### config.mk
export PLATFORM = sky130hd
export DESIGN_NAME = octal_tree_address_unit_flat
export DESIGN_NICKNAME = d
export VERILOG_FILES = /design/src/rtl/core/otau_pkg.sv /design/src/rtl/core/otau_stream_if.sv /design/src/rtl/core/octal_tree_address_unit.sv /design/src/rtl/core/otau_own_decode.sv /design/src/rtl/core/otau_digit_stage.sv /design/src/rtl/core/otau_class_stage.sv /design/src/flat_wrapper.sv
export SDC_FILE = /design/constraint.sdc
export NUM_CORES = 1
export LEC_CHECK = 0
export ABC_AREA = 1
export BUFFER_PORTS_ARGS = -buffer_cell sky130_fd_sc_hd__buf_2
export CAP_MARGIN = 20
export CORE_MARGIN = 2
export CORE_UTILIZATION = 58
export DETAILED_ROUTE_END_ITERATION = 6
export HOLD_SLACK_MARGIN = 0.05
export PLACE_DENSITY_LB_ADDON = 0.05
export SLEW_MARGIN = 15
export SYNTH_ARGS = -nofsm -noshare
export SYNTH_HDL_FRONTEND = slang
export SYNTH_HIERARCHICAL = 1
export SYNTH_SLANG_ARGS = --single-unit
### constraint.sdc
create_clock -name clk_i -period 8.7 [get_ports clk_i]
set_input_delay 1.74 -clock clk_i [delete_from_list [all_inputs] [get_ports clk_i]]
set_output_delay 1.74 -clock clk_i [all_outputs]
set_load 0.005 [all_outputs]
### src/rtl/core/otau_pkg.sv
// Package: shared widths, payload types and the pipe segment table.
package otau_pkg;

  localparam int unsigned ADDR_W  = 16;
  localparam int unsigned PIPE_W  = 3;
  localparam int unsigned LEVEL_W = 3;
  localparam int unsigned SHIFT_W = 5;
  localparam int unsigned DIGITS  = 6;
  localparam int unsigned RPA_W   = 40;

  typedef struct packed {
    logic [ADDR_W-1:0] other_address;
    logic [PIPE_W-1:0] pipe;
  } in_t;

  typedef struct packed {
    logic               address_valid;
    logic               is_descendant;
    logic               is_child;
    logic [ADDR_W-1:0]  next_hop;
    logic [PIPE_W-1:0]  pipe_of_address;
    logic [ADDR_W-1:0]  address_for_pipe;
    logic [RPA_W-1:0]   radio_pipe_address;
    logic [LEVEL_W-1:0] tree_level;
    logic [ADDR_W-1:0]  parent_address;
    logic [PIPE_W-1:0]  uplink_pipe;
  } out_t;

  typedef struct packed {
    logic [ADDR_W-1:0]  own;
    logic [ADDR_W-1:0]  mask;
    logic [ADDR_W-1:0]  deep_mask;
    logic [ADDR_W-1:0]  nhop_mask;
    logic [SHIFT_W-1:0] shift;
    logic [LEVEL_W-1:0] level;
    logic [ADDR_W-1:0]  parent;
    logic [PIPE_W-1:0]  ppipe;
  } own_cfg_t;

  typedef struct packed {
    logic [DIGITS-1:0]  bad;
    logic [ADDR_W-1:0]  masked;
    logic [ADDR_W-1:0]  high;
    logic [ADDR_W-1:0]  next_hop;
    logic [PIPE_W-1:0]  pipe_of_address;
    logic [ADDR_W-1:0]  address_for_pipe;
    logic [RPA_W-1:0]   radio_pipe_address;
  } mid_t;

  function automatic logic [7:0] pipe_segment(input logic [PIPE_W-1:0] pipe);
    logic [7:0] seg;
    case (pipe)
      3'd0:    seg = 8'h3c;
      3'd1:    seg = 8'h5a;
      3'd2:    seg = 8'h69;
      3'd3:    seg = 8'h96;
      3'd4:    seg = 8'ha5;
      3'd5:    seg = 8'hc3;
      default: seg = 8'h00;
    endcase
    return seg;
  endfunction

endpackage

### src/rtl/core/otau_stream_if.sv
// Interface: valid/ready stream channel with a typed payload.
interface otau_stream_if #(
  parameter type payload_t = logic
) ();
  logic     valid;
  logic     ready;
  payload_t payload;

  modport source (output valid, output payload, input ready);
  modport sink   (input valid, input payload, output ready);
endinterface

### src/rtl/core/octal_tree_address_unit.sv
// Top level: octal tree address classification and routing pipeline.
// Pipeline: 3 register stages (input, digit, result), passed in that order.
// Throughput: one item per cycle; each register stage holds under backpressure.
// An own address write is registered, then decoded into a registered level and masks.
// Reset: asynchronous, active low; clears all valid bits and sets own address to 0.
module octal_tree_address_unit (
  input  logic                          clk_i,
  input  logic                          rst_ni,
  input  logic                          cfg_we_i,
  input  logic [otau_pkg::ADDR_W-1:0]   cfg_wdata_i,
  otau_stream_if.sink                   in_i,
  otau_stream_if.source                 out_o
);
  import otau_pkg::*;

  own_cfg_t cfg;
  logic     s1_valid_q;
  in_t      s1_q;
  logic     s1_ready;
  logic     s2_valid;
  logic     s2_ready;
  mid_t     s2_data;
  out_t     res;

  otau_own_decode u_own (
    .clk_i       (clk_i),
    .rst_ni      (rst_ni),
    .cfg_we_i    (cfg_we_i),
    .cfg_wdata_i (cfg_wdata_i),
    .cfg_o       (cfg)
  );

  assign in_i.ready = !s1_valid_q || s1_ready;

  always_ff @(posedge clk_i or negedge rst_ni) begin
    if (!rst_ni) begin
      s1_valid_q <= 1'b0;
    end else if (in_i.ready) begin
      s1_valid_q <= in_i.valid;
    end
  end

  always_ff @(posedge clk_i) begin
    if (in_i.ready && in_i.valid) begin
      s1_q <= in_i.payload;
    end
  end

  otau_digit_stage u_digit (
    .clk_i   (clk_i),
    .rst_ni  (rst_ni),
    .cfg_i   (cfg),
    .valid_i (s1_valid_q),
    .ready_o (s1_ready),
    .data_i  (s1_q),
    .valid_o (s2_valid),
    .ready_i (s2_ready),
    .data_o  (s2_data)
  );

  otau_class_stage u_class (
    .clk_i   (clk_i),
    .rst_ni  (rst_ni),
    .cfg_i   (cfg),
    .valid_i (s2_valid),
    .ready_o (s2_ready),
    .data_i  (s2_data),
    .valid_o (out_o.valid),
    .ready_i (out_o.ready),
    .data_o  (res)
  );

  assign out_o.payload = res;
endmodule

### src/rtl/core/otau_own_decode.sv
// Own address register and its registered level, mask and parent decode.
module otau_own_decode (
  input  logic                          clk_i,
  input  logic                          rst_ni,
  input  logic                          cfg_we_i,
  input  logic [otau_pkg::ADDR_W-1:0]   cfg_wdata_i,
  output otau_pkg::own_cfg_t            cfg_o
);
  import otau_pkg::*;

  logic [ADDR_W-1:0] own_q;
  own_cfg_t          cfg_d, cfg_q;

  function automatic own_cfg_t decode_own(input logic [ADDR_W-1:0] own);
    own_cfg_t          c;
    logic [18:0]       m19;
    logic [ADDR_W-1:0] up;
    logic [LEVEL_W-1:0] lv;
    lv = '0;
    for (int i = 0; i < DIGITS; i++) begin
      if ((own >> (3 * i)) != '0) lv = LEVEL_W'(i + 1);
    end
    c.own        = own;
    c.level      = lv;
    c.shift      = SHIFT_W'(3 * lv);
    m19          = (19'd1 << c.shift) - 19'd1;
    c.mask       = m19[ADDR_W-1:0];
    c.deep_mask  = {~c.mask[ADDR_W-4:0], 3'b000};
    c.nhop_mask  = {c.mask[ADDR_W-4:0], 3'b111};
    c.parent     = own & (c.mask >> 3);
    up           = (lv != '0) ? (own >> (c.shift - SHIFT_W'(3))) : '0;
    c.ppipe      = up[PIPE_W-1:0];
    return c;
  endfunction

  always_ff @(posedge clk_i or negedge rst_ni) begin
    if (!rst_ni) begin
      own_q <= '0;
    end else if (cfg_we_i) begin
      own_q <= cfg_wdata_i;
    end
  end

  assign cfg_d = decode_own(own_q);

  always_ff @(posedge clk_i or negedge rst_ni) begin
    if (!rst_ni) begin
      cfg_q <= decode_own('0);
    end else begin
      cfg_q <= cfg_d;
    end
  end

  assign cfg_o = cfg_q;
endmodule

### src/rtl/core/otau_digit_stage.sv
// Stage two: digit checks, masking, pipe digit and radio pipe address.
module otau_digit_stage (
  input  logic                clk_i,
  input  logic                rst_ni,
  input  otau_pkg::own_cfg_t  cfg_i,
  input  logic                valid_i,
  output logic                ready_o,
  input  otau_pkg::in_t       data_i,
  output logic                valid_o,
  input  logic                ready_i,
  output otau_pkg::mid_t      data_o
);
  import otau_pkg::*;

  logic valid_q;
  mid_t mid_d, mid_q;

  always_comb begin
    logic [ADDR_W-1:0] up;
    logic [ADDR_W-1:0] sh_other;
    logic [3:0]        nib;
    for (int i = 0; i < DIGITS; i++) begin
      up         = data_i.other_address >> (3 * i);
      mid_d.bad[i] = (up != '0) && !(up[2:0] inside {[3'd1:3'd5]});
    end
    mid_d.masked           = data_i.other_address & cfg_i.mask;
    mid_d.high             = data_i.other_address & cfg_i.deep_mask;
    mid_d.next_hop         = data_i.other_address & cfg_i.nhop_mask;
    sh_other               = data_i.other_address >> cfg_i.shift;
    mid_d.pipe_of_address  = sh_other[PIPE_W-1:0];
    mid_d.address_for_pipe = (ADDR_W'(data_i.pipe) << cfg_i.shift) | cfg_i.own;
    mid_d.radio_pipe_address[7:0] = pipe_segment(data_i.pipe);
    for (int k = 0; k < 4; k++) begin
      nib = data_i.other_address[4*k +: 4];
      mid_d.radio_pipe_address[8*(k+1) +: 8] = {~nib, nib};
    end
  end

  assign ready_o = !valid_q || ready_i;

  always_ff @(posedge clk_i or negedge rst_ni) begin
    if (!rst_ni) begin
      valid_q <= 1'b0;
    end else if (ready_o) begin
      valid_q <= valid_i;
    end
  end

  always_ff @(posedge clk_i) begin
    if (ready_o && valid_i) begin
      mid_q <= mid_d;
    end
  end

  assign valid_o = valid_q;
  assign data_o  = mid_q;
endmodule

### src/rtl/core/otau_class_stage.sv
// Stage three: descendant and child compare, validity, result register.
module otau_class_stage (
  input  logic                clk_i,
  input  logic                rst_ni,
  input  otau_pkg::own_cfg_t  cfg_i,
  input  logic                valid_i,
  output logic                ready_o,
  input  otau_pkg::mid_t      data_i,
  output logic                valid_o,
  input  logic                ready_i,
  output otau_pkg::out_t      data_o
);
  import otau_pkg::*;

  logic valid_q;
  out_t res_d, res_q;

  always_comb begin
    res_d.address_valid      = ~|data_i.bad;
    res_d.is_descendant      = (data_i.masked == cfg_i.own);
    res_d.is_child           = res_d.is_descendant && (data_i.high == '0);
    res_d.next_hop           = data_i.next_hop;
    res_d.pipe_of_address    = data_i.pipe_of_address;
    res_d.address_for_pipe   = data_i.address_for_pipe;
    res_d.radio_pipe_address = data_i.radio_pipe_address;
    res_d.tree_level         = cfg_i.level;
    res_d.parent_address     = cfg_i.parent;
    res_d.uplink_pipe        = cfg_i.ppipe;
  end

  assign ready_o = !valid_q || ready_i;

  always_ff @(posedge clk_i or negedge rst_ni) begin
    if (!rst_ni) begin
      valid_q <= 1'b0;
    end else if (ready_o) begin
      valid_q <= valid_i;
    end
  end

  always_ff @(posedge clk_i) begin
    if (ready_o && valid_i) begin
      res_q <= res_d;
    end
  end

  assign valid_o = valid_q;
  assign data_o  = res_q;
endmodule

### src/flat_wrapper.sv
// flat-port wrapper written by rule: the top's interface ports become plain ports
module octal_tree_address_unit_flat import otau_pkg::*;
  (clk_i, rst_ni, cfg_we_i, cfg_wdata_i, in_i_valid, in_i_payload, in_i_ready, out_o_valid, out_o_payload, out_o_ready);
  otau_stream_if #(.payload_t(in_t)) in_i_i ();
  otau_stream_if #(.payload_t(out_t)) out_o_i ();
  input  logic clk_i;
  input  logic rst_ni;
  input  logic cfg_we_i;
  input  logic [otau_pkg::ADDR_W-1:0] cfg_wdata_i;
  input wire logic [$bits(in_i_i.valid)-1:0] in_i_valid;
  input wire logic [$bits(in_i_i.payload)-1:0] in_i_payload;
  output wire logic [$bits(in_i_i.ready)-1:0] in_i_ready;
  output wire logic [$bits(out_o_i.valid)-1:0] out_o_valid;
  output wire logic [$bits(out_o_i.payload)-1:0] out_o_payload;
  input wire logic [$bits(out_o_i.ready)-1:0] out_o_ready;
  assign in_i_i.valid = in_i_valid;
  assign in_i_i.payload = in_i_payload;
  assign in_i_ready = in_i_i.ready;
  assign out_o_valid = out_o_i.valid;
  assign out_o_payload = out_o_i.payload;
  assign out_o_i.ready = out_o_ready;
  octal_tree_address_unit u_core (.clk_i(clk_i), .rst_ni(rst_ni), .cfg_we_i(cfg_we_i), .cfg_wdata_i(cfg_wdata_i), .in_i(in_i_i), .out_o(out_o_i));
endmodule
Word-level counts from Yosys, hierarchy flattened
Cells that the tools add are included.
- output and inout bits: 102
- register bits after elaboration: 336
- logic and storage cells: 117
- reductions and logical operators: 43
- muxes and demuxes: 8
- bitwise operators: 10
- $add $sub $neg: 2
- eq/ne operators: 6
- multipliers: 1
- order comparisons: 12
- shift-type cells: 4
- operators with widths (cell ; count):
    nonzero test 16 bit ; 10
    bitwise AND 16 bit ; 3
    case mux 8 bit (6 select lines) ; 1
    right shift 16 x 5 -> 3 bit ; 2
    bitwise AND 16 x 13 -> 16 bit ; 1
    == test 16 bit ; 1
    logical AND 1 bit ; 16
    logical NOT 16 bit ; 1
    inverter 4 bit ; 4
    OR 16 bit ; 1
    left shift 1 x 5 -> 16 bit (first input constant) ; 1
    left shift 3 x 5 -> 16 bit ; 1
    subtractor 16 x 1 -> 16 bit (second input constant) ; 1
    >= comparator 3 x 1 -> 1 bit (second input constant) ; 5
    less-or-equal comparator 3 bit (second input constant) ; 5
    inverter 13 bit ; 1
    2-to-1 mux 3 bit ; 4
    logical NOT 1 bit ; 10
    == test 3 x 2 -> 1 bit (second input constant) ; 2
    == test 3 bit (second input constant) ; 2
    OR reduction 6 bit ; 1
    multiplier 2 x 3 -> 5 bit (first input constant) ; 1
    subtractor 5 x 2 -> 5 bit (second input constant) ; 1
    2-to-1 mux 2 bit ; 2
    7 further kinds ; 9

Logic depth before layout (Yosys ltp)
Gate-level depths: netlist of run 1.
- word-level depth: 11
- gate-level depth with buffers: 20

Cells and area by module
Netlist of run 1, hierarchy kept.
- modules (own cells, without submodules) (module ; times used ; sequential area each (sq um) ; cells an instance ; area each (sq um)):
    otau_digit_stage ; 1 ; 3388.2 ; 435 ; 4742.0
    otau_class_stage ; 1 ; 3027.9 ; 210 ; 3454.6
    otau_own_decode ; 1 ; 1939.4 ; 326 ; 3293.2
    octal_tree_address_unit ; 1 ; 595.6 ; 25 ; 615.6

Worst setup path before layout of run 1
OpenSTA, ideal clock, no wires.
- kind: input -> register
- from: input out_o_ready
- to: register u_core.u_digit.mid_q (netlist bit u_core/u_digit/data_o[0]), enable pin
- stages on the path: 4
- setup slack: 814 ps
- arrival time: 7266 ps
- path buffers: 0
- library setup time: 619 ps
- path through: inv_1 > nand2_1 > inv_1 > a21oi_1
- word-level cells in the longest chain between the ends: 3
- ends and longest elaborated chain (item ; RTL line ; RTL):
    from (decl) ; flat_wrapper.sv:15 ; input wire logic [$bits(out_o_i.ready)-1:0] out_o_ready;
    logical OR 1 bit ; otau_class_stage.sv:31 ; assign ready_o = !valid_q || ready_i;
    named net u_core.s2_ready ; octal_tree_address_unit.sv:21 ; logic s2_ready;
    logical OR 1 bit ; otau_digit_stage.sv:39 ; assign ready_o = !valid_q || ready_i;
    logical AND 1 bit ; otau_digit_stage.sv:50 ; if (ready_o && valid_i) begin
    to (signal assigned) ; otau_digit_stage.sv:51 ; mid_q <= mid_d;
    to (decl) ; otau_digit_stage.sv:16 ; mid_t mid_d, mid_q;
The timed path passes the listed nets, and every way through them passes these cells.
A chain may end at the register's enable or synchronous reset.

Final worst setup path of run 1
- from: input out_o_ready
- to: output in_i_ready
- word-level cells in the longest chain between the ends: 3
- ends and longest elaborated chain (item ; RTL line ; RTL):
    logical OR 1 bit ; otau_class_stage.sv:31 ;
    named net u_core.s2_ready ; octal_tree_address_unit.sv:21 ;
    logical OR 1 bit ; otau_digit_stage.sv:39 ;
    named net u_core.s1_ready ; octal_tree_address_unit.sv:19 ; logic s1_ready;
    logical OR 1 bit ; octal_tree_address_unit.sv:33 ; assign in_i.ready = !s1_valid_q || s1_ready;
    to (decl) ; flat_wrapper.sv:12 ; output wire logic [$bits(in_i_i.ready)-1:0] in_i_ready;
The timed path passes the listed nets, and every way through them passes these cells.

==> metrics.md, run 1 <==
| Metric | Value |
|---|---|
| GRT Max-Usage Layer | met2 |
| Hold WS | 413 ps |
| Fin cells | 1,432 |
| Final instance area | 14,000 um^2 |
| Reg2reg setup slack | 5160 ps |
| Synth cell types | 40 |
| Capture point of the worst reg-to-reg path | u_core/u_own/cfg_o[0] |
| Hold Path End | u_core/u_class/data_o[23] |
| CTS Buffer Depth | 3 |
| Setup crit start kind | primary input |
| First-pass detailed-route iteration total | 7 |
| Post-CTS Repair Setup Buffers | 0 |
| Crit path kind | in -> out |
| WL final | 23,200 um |
| Max-Cap Viols | 0 |
| HP Start | u_core/u_digit/data_o[1] |
| Fin. max-slew vios | 0 |
| Final hold violation count | 0 |
| Total track usage | 0.213 |
| Number of nets in the layout | 1,189 |
| Avg Cell Area, Syn | 12.2 um^2 |
| Diode count | 0 |
| Die height | 148 um |
| Worst slew pin tran | 843 ps |
| Clk_lat worst skew | 540 ps |
| Setup_tns | 0 ps |
| Fillers | 1,524 |
| Chip width | 148 um |
| Req. time, crit path | 6960 ps |
| Placed cell areas | 12,900 um^2 |
| IO Pins | 142 |
| Initial antenna violation count | 1 |
| # DRC | 0 |
| Yosys warning count | 6 |
| Synth Instances | 996 |
| Dpl hpwl | 15,500 um |
| Unrepaired setup endpoints after global routing | false |
| CTS buffer count | 30 |
| R2R cell count | 14 |
| Status | finished clean |
| Grt ovf | 0 |
| Final setup vio count | 0 |
| DP Cell Count | 1,375 |
| CTS clk-pin slew, worst paths | 60 ps |
| Met1 Use GR | 0.318 |
| Max-slew headroom | 0.438 |
| Mapped Area | 12,100 um^2 |
| CORE AREA | 20,400 um^2 |
| Synth Register Bits | 311 |
| Met2 usage | 0.336 |
| CTS tree | built |
| Setup Skew | 10.6 ps |
| Largest net degree at the start of global routing | 81 |
| Port Buffers | 141 |
| Worst VDD drop | 0.169 mV |
| Post-CTS resize count | 0 |
| Fin crit share | 0.485 |
| Register area share after synthesis | 0.739 |
| WP data arrival | 2480 ps |
| Clock sinks | 311 |
| Layout cells sized above 1 | 0.201 |
| Cell leakage power | 0.00638 uW |
| Cts hold-fix bufs | 0 |
| CTS Root Cell | clkbuf_16 |
| Post-route ant nets | 0 |
| Drt wl/cell | 16.2 um |
| Endpoint class of the critical path | primary output |
| CP max FO | 2 |
| Final min period | 4220 ps |
| Row count | 52 |
| PD cells | 251 nW/um^2 |
| H-tree depth | 1 |
| GRT met3 Usage | 0.0319 |
| Vias per cell | 4.97 |
| Initial Utilization | 0.594 |
| Max frequency | 237 MHz |
| DRT iter0 DRCs | 511 |
| Die area | 22,000 um^2 |
| Area growth syn-to-layout | 15.2% |
| Hold Path Depth | 0 |
| Total power | 3500 uW |
| GP Congestion | 0.869 |
| First-pass GRT wire length | 36,000 um |
| Vias in the first global route | 6,811 |
| DR vias | 7,123 |
| Worst min path class | reg -> reg |
| Worst R2R Start | u_core/u_own/own_q[14] |
==> cell families (layout without fill, tap and decap cells) <==
group           Yosys count  in the layout  share of synthesized area
buf+inv                 213            372                     0.0777
other cells               3             10                   0.000930
compound gates           60             60                     0.0275
xor+xnor                  1              1                   0.000724
flops                   311            311                      0.739
simple gates            394            394                      0.138
mux                       3              3                    0.00279
fa+ha+maj                11             11                     0.0126
==> cell type report <==
type	instances	area (um^2)	share of cell area
Multi-Input combinational cell	479	2270	0.162
Tap cell	270	338	0.0242
Clock inverter	10	72.6	0.00520
Timing Repair Buffer	147	773	0.0554
Sequential cell	311	8950	0.642
Clock buffer	46	913	0.0655
Inverter	169	637	0.0457
==> metal layers <==
metal	vias to the layer above	part of all wire	wire length (um)
li1	3474	-	-
met1	3370	0.45	10500
met2	252	0.47	10900
met3	27	0.062	1430
met4	0	0.015	357
met5	-	0	0
==> critical path: stages <==
cell     delay (ps)
buf_2            90
inv_1           100
nand2_1          80
inv_1           110
nand2_1          80
inv_1            90
nand2_1          70
buf_2           130
==> how the worst max path moves through the flow <==
stage | start | end | slack (ps) | depth (start not counted)
CTS | out_o_ready | in_i_ready | 4480 | 8
finish | out_o_ready | in_i_ready | 4480 | 8
global route | out_o_ready | in_i_ready | 4380 | 8
detailed placement | out_o_ready | u_core/u_digit/data_o[19] | 4410 | 7
global placement | out_o_ready | u_core/u_digit/data_o[19] | 4430 | 7
floorplan | out_o_ready | u_core/u_digit/data_o[0] | 810 | 4
==> placed cells by master (no fill, tap or decap), drive strengths merged <==
| cell | Yosys | routed |
|---|---|---|
| o21ai | 35 | 35 |
| o211ai | 3 | 3 |
| o21a | 2 | 2 |
| buf | 37 | 147 |
| clkbuf | 7 | 46 |
| conb | 3 | 10 |
| and3 | 1 | 1 |
| fa | 2 | 2 |
| bufinv | 0 | 1 |
| edfxtp | 231 | 231 |
| a21o | 1 | 1 |
| nor3 | 3 | 3 |
| nor4 | 3 | 3 |
| dfrtp | 70 | 70 |
| nand4 | 9 | 9 |
| ha | 9 | 9 |
| o22ai | 4 | 4 |
| nand3b | 2 | 2 |
| nand3 | 35 | 35 |
| nand2 | 265 | 265 |
| mux2 | 3 | 3 |
| xnor2 | 1 | 1 |
| a21oi | 12 | 12 |
| inv | 169 | 170 |
| a31o | 2 | 2 |
| nor2 | 76 | 76 |
| clkinv | 0 | 8 |
| dfstp | 10 | 10 |
| a31oi | 1 | 1 |
==> sequential cells by signal, summed over array words and instances (netlist names) <==
signal,flops
u_core/s1_q,19
u_core/s1_valid_q,1
u_core/u_class/data_o,100
u_core/u_class/valid_o,1
u_core/u_digit/data_o,112
u_core/u_digit/valid_o,1
u_core/u_own/cfg_o,61
u_core/u_own/own_q,16
==> Yosys cell counts, drive strengths merged <==
library cell	count	area, um^2
conb	3	11.3
buf	37	278
edfxtp	231	6940
nand4	9	56.3
and3	1	6.26
a31o	2	17.5
ha	9	113
fa	2	40.0
nand3	35	180
xnor2	1	8.76
o211ai	3	22.5
nand2	265	1050
inv	169	637
nor2	76	320
a31oi	1	6.26
nor4	3	33.8
nor3	3	15.0
a21oi	12	60.1
dfstp	10	263
dfrtp	70	1750
o22ai	4	25.0
clkbuf	7	26.3
nand3b	2	15.0
o21a	2	15.0
o21ai	35	179
a21o	1	7.51
mux2	3	33.8
==> power breakdown <==
group          total [uW]  internal (uW)  switching, uW
Sequential           1870           1780           84.9
Combinational         367            124            243
Clock                1270            749            519
==> per-stage QoR <==
stage	utilization	worst slack [ps]
4_1_cts	0.684	4480
6_report	0.685	4480
3_5_place_dp	0.635	4410
5_1_grt	0.685	4380
3_3_place_gp	0.635	4430
2_1_floorplan	-	814
Power figures use the tool's default switching activity.
==> inputs of run 2 (changes only) <==
ABC_AREA = 0   (was 1)
CORE_UTILIZATION = 52   (was 58)
clock period = 3.6 ns   (was 8.7 ns; I/O delays follow)
==> run 2 against run 1 <==
Sequential power is 140% higher. Core utilization is 7.0 points lower. Setup slack worse by 4100 ps. Sequential share of layout area is 0.48 points higher. Cell area is 0.74% lower. Largest power group unchanged. Synthesized cell count is 27% lower. Non-clock buffer count is 12 higher. Combinational power is 150% higher. Die area is 8.8% higher. Wire length is 5.6% higher.
==> metrics.md, run 2 <==
| Metric | Value |
|---|---|
| Status | finished clean (unchanged) |
| Synth Register Bits | 311 (unchanged) |
| # DRC | 0 (unchanged) |
| First-pass GRT wire length | 37,700 um (was 36,000 um) |
| IO Pins | 142 (unchanged) |
| Max frequency | 312 MHz |
| Hold WS | 114 ps (was 413 ps) |
| WL final | 24,500 um (was 23,200 um) |
| WP data arrival | 3570 ps (was 2480 ps) |
| Clock sinks | 311 (unchanged) |
| Final min period | 3210 ps |
| Grt ovf | 0 (unchanged) |
| Origin of the worst setup path | u_core/u_own/own_q[12] (was out_o_ready) |
| Most frequent cells in the layout | 231 x edfxtp_1, 140 x buf_2, 70 x dfrtp_1 (was 259 x nand2_1, 231 x edfxtp_1, 163 x inv_1) |
| Post-layout util | 0.615 (was 0.685) |
| Initial Utilization | 0.526 (was 0.594) |
| Most common cell after layout, fill and taps aside | edfxtp_1 (was nand2_1) |
| Fin crit share | 0.891 |
| Layout cells sized above 1 | 0.290 (was 0.201) |
| Area growth syn-to-layout | 17.0% (was 15.2%) |
| Setup crit start kind | register (was primary input) |
| Post-synth top area cell | edfxtp_1 (unchanged) |
| Register area share after synthesis | 0.756 (was 0.739) |
| Synth Instances | 723 (was 996) |
| Total power | 8650 uW (was 3500 uW) |
| Port Buffers | 141 (unchanged) |
| Endpoint class of the critical path | register (was primary output) |
| Req. time, crit path | 3960 ps (was 6960 ps) |
| Die height | 155 um (was 148 um) |
| Crit path kind | reg -> reg (was in -> out) |
| Worst R2R Start | u_core/u_own/own_q[12] (was u_core/u_own/own_q[14]) |
| Drt wl/cell | 20.7 um (was 16.2 um) |
| Total track usage | 0.208 (was 0.213) |
| Chip width | 155 um (was 148 um) |
| Final hold violation count | 0 (unchanged) |
| Mapped Area | 11,800 um^2 (was 12,100 um^2) |
| CTS tree | built (unchanged) |
| Die area | 24,000 um^2 (was 22,000 um^2) |
| Unrepaired setup endpoints after global routing | false (unchanged) |
| CTS Root Cell | clkbuf_16 (unchanged) |
| Fin. max-slew vios | 0 (unchanged) |
| Initial antenna violation count | 1 (unchanged) |
| Vias per cell | 5.36 (was 4.97) |
| PD cells | 625 nW/um^2 (was 251 nW/um^2) |
| Setup_tns | 0 ps (unchanged) |
| DRT iter0 DRCs | 400 (was 511) |
| GP Congestion | 0.818 (was 0.869) |
| Worst VDD drop | 0.458 mV (was 0.169 mV) |
| Fillers | 1,668 (was 1,524) |
| Max-Cap Viols | 0 (unchanged) |
| Post-synth top area share | 0.586 (was 0.573) |
| Post-synthesis async set-or-reset flop share | 0.257 (unchanged) |
| CTS buffer count | 34 (was 30) |
| Post-synth EDFFs | 231 (unchanged) |
| Fin cells | 1,185 (was 1,432) |
| DP Cell Count | 1,122 (was 1,375) |
| Avg Cell Area, Syn | 16.4 um^2 (was 12.2 um^2) |
| CP max FO | 10 (was 2) |
| CTS clk-pin slew, worst paths | 60 ps (about the same) |
| Synth cell types | 70 (was 40) |
| Worst slew pin tran | 838 ps (was 843 ps) |
| Synth cell count leaders | 231 x edfxtp_1, 70 x dfrtp_1, 59 x and2_1 (was 259 x nand2_1, 231 x edfxtp_1, 163 x inv_1) |
| Yosys warning count | 6 (unchanged) |
| Post-synth top flop | edfxtp_1 (unchanged) |
| Final setup vio count | 0 (unchanged) |
| Vias in the first global route | 6,480 (was 6,811) |
| Max-slew headroom | 0.441 (was 0.438) |
| CTS Buffer Depth | 3 (unchanged) |
| Largest cells by area after synthesis | edfxtp_1 59%, dfrtp_1 15%, and2_1 3.1%, dfstp_2 2.2%, buf_4 2.0% (was edfxtp_1 57%, dfrtp_1 14%, nand2_1 8.0%, inv_1 5.1%, dfstp_2 2.2%) |
| Row count | 55 (was 52) |
| Number of nets in the layout | 925 (was 1,189) |
| Largest net degree at the start of global routing | 81 (unchanged) |
| Cell leakage power | 0.00542 uW (was 0.00638 uW) |
| First-pass detailed-route iteration total | 4 (was 7) |
| Dpl hpwl | 16,700 um (was 15,500 um) |
| Max FFs per register | 112 (unchanged) |
| DR vias | 6,350 (was 7,123) |
| Clk_lat worst skew | 500 ps (was 540 ps) |
| Most common cell in the netlist | edfxtp_1 (was nand2_1) |
| Post-route ant nets | 0 (unchanged) |
| Setup Skew | 17.1 ps (was 10.6 ps) |
| H-tree depth | 2 (was 1) |
| Worst min path class | in -> async (was reg -> reg) |
| CORE AREA | 22,500 um^2 (was 20,400 um^2) |
[run 2: cell count changes after synthesis, moves of 7 or more]
| cell | delta |
|---|---|
| xnor2_1 | +15 |
| nor3_1 | +7 |
| nor2_1 | -48 |
| mux2_2 | +14 |
| mux2i_1 | +16 |
| o21ai_0 | -21 |
| nand3_1 | -18 |
| and2_1 | +59 |
| nand2_1 | -238 |
| clkbuf_1 | +9 |
| inv_1 | -126 |
| nand2b_1 | +10 |
| a21o_1 | +8 |
[run 2: cell type report]
type	count	area (um^2)	share of cell area
timing repair buffer	159	888	0.0642
clock inverter	15	109	0.00786
clock buffer	46	937	0.0677
multi-input combinational	330	2450	0.177
tap	285	357	0.0258
inverter	38	148	0.0107
antenna	1	2.50	0.000181
sequential	311	8950	0.646
[run 2: final timing paths]
kind | end | slack, ps | depth (start not counted)
max in group asynchronous | u_core/u_own/cfg_o[52] | 2840 | 2
worst min register to register | u_core/u_class/data_o[94] | 410 | 0
worst max-delay path | u_core/u_own/cfg_o[1] | 390 | 10
worst min-delay path | u_core/u_own/own_q[14] | 110 | 1
worst max register to register | u_core/u_own/cfg_o[1] | 390 | 10
min in group clk_i | u_core/s1_q[5] | 400 | 1
[run 2: critical path: stages, from the launching register on]
cell and delay (ps):
dfrtp_1 470, nor4_4 390, nand2_4 200, inv_6 140, a21oi_2 100, inv_1 230, ha_1 290, fa_1 480
or4_4 550, nand4_2 160, nor4_1 70
[run 2: logic make-up (layout without fill, tap and decap cells)]
logic type / count (synthesis) / in the layout / share of synthesized area
flip-flops: 311 / 311 / 0.756
AND/OR/NAND/NOR: 177 / 177 / 0.0881
buffers and inverters: 89 / 258 / 0.0393
AO/OA/AOI/OAI: 75 / 75 / 0.0460
multiplexers: 40 / 40 / 0.0433
XOR/XNOR: 17 / 17 / 0.0132
adder cells (fa/ha/maj): 11 / 11 / 0.0129
other: 3 / 11 / 0.000951
[run 2: power by group]
part,switching [uW],total (uW),internal (uW)
clock,1310,3220,1910
sequential,225,4520,4300
combinational,520,913,393
total,2050,8650,6590
[run 2: metrics by stage]
step	cell area, um^2	setup WS [ps]
global route	13800	203
global placement	12800	411
finish	13800	392
CTS	13800	311
detailed placement	12800	320
floorplan	11900	421
[run 2: what timing repair did]
item                                    in CTS  in global routing
resized for setup                            0                  1
hold buffers                                 0                  0
endpoints found under the setup margin       0                  3
buffers inserted                             0                  0
[run 2: per-layer routing]
layer / vias up / routed length, um / GRT usage / share of wire
li1: 2920 / - / - / -
met2: 216 / 12100 / 0.337 / 0.49
met3: 45 / 1210 / 0.0418 / 0.049
met4: 0 / 569 / 0.0626 / 0.023
met1: 3169 / 10700 / 0.288 / 0.43
met5: - / 0 / 0 / 0
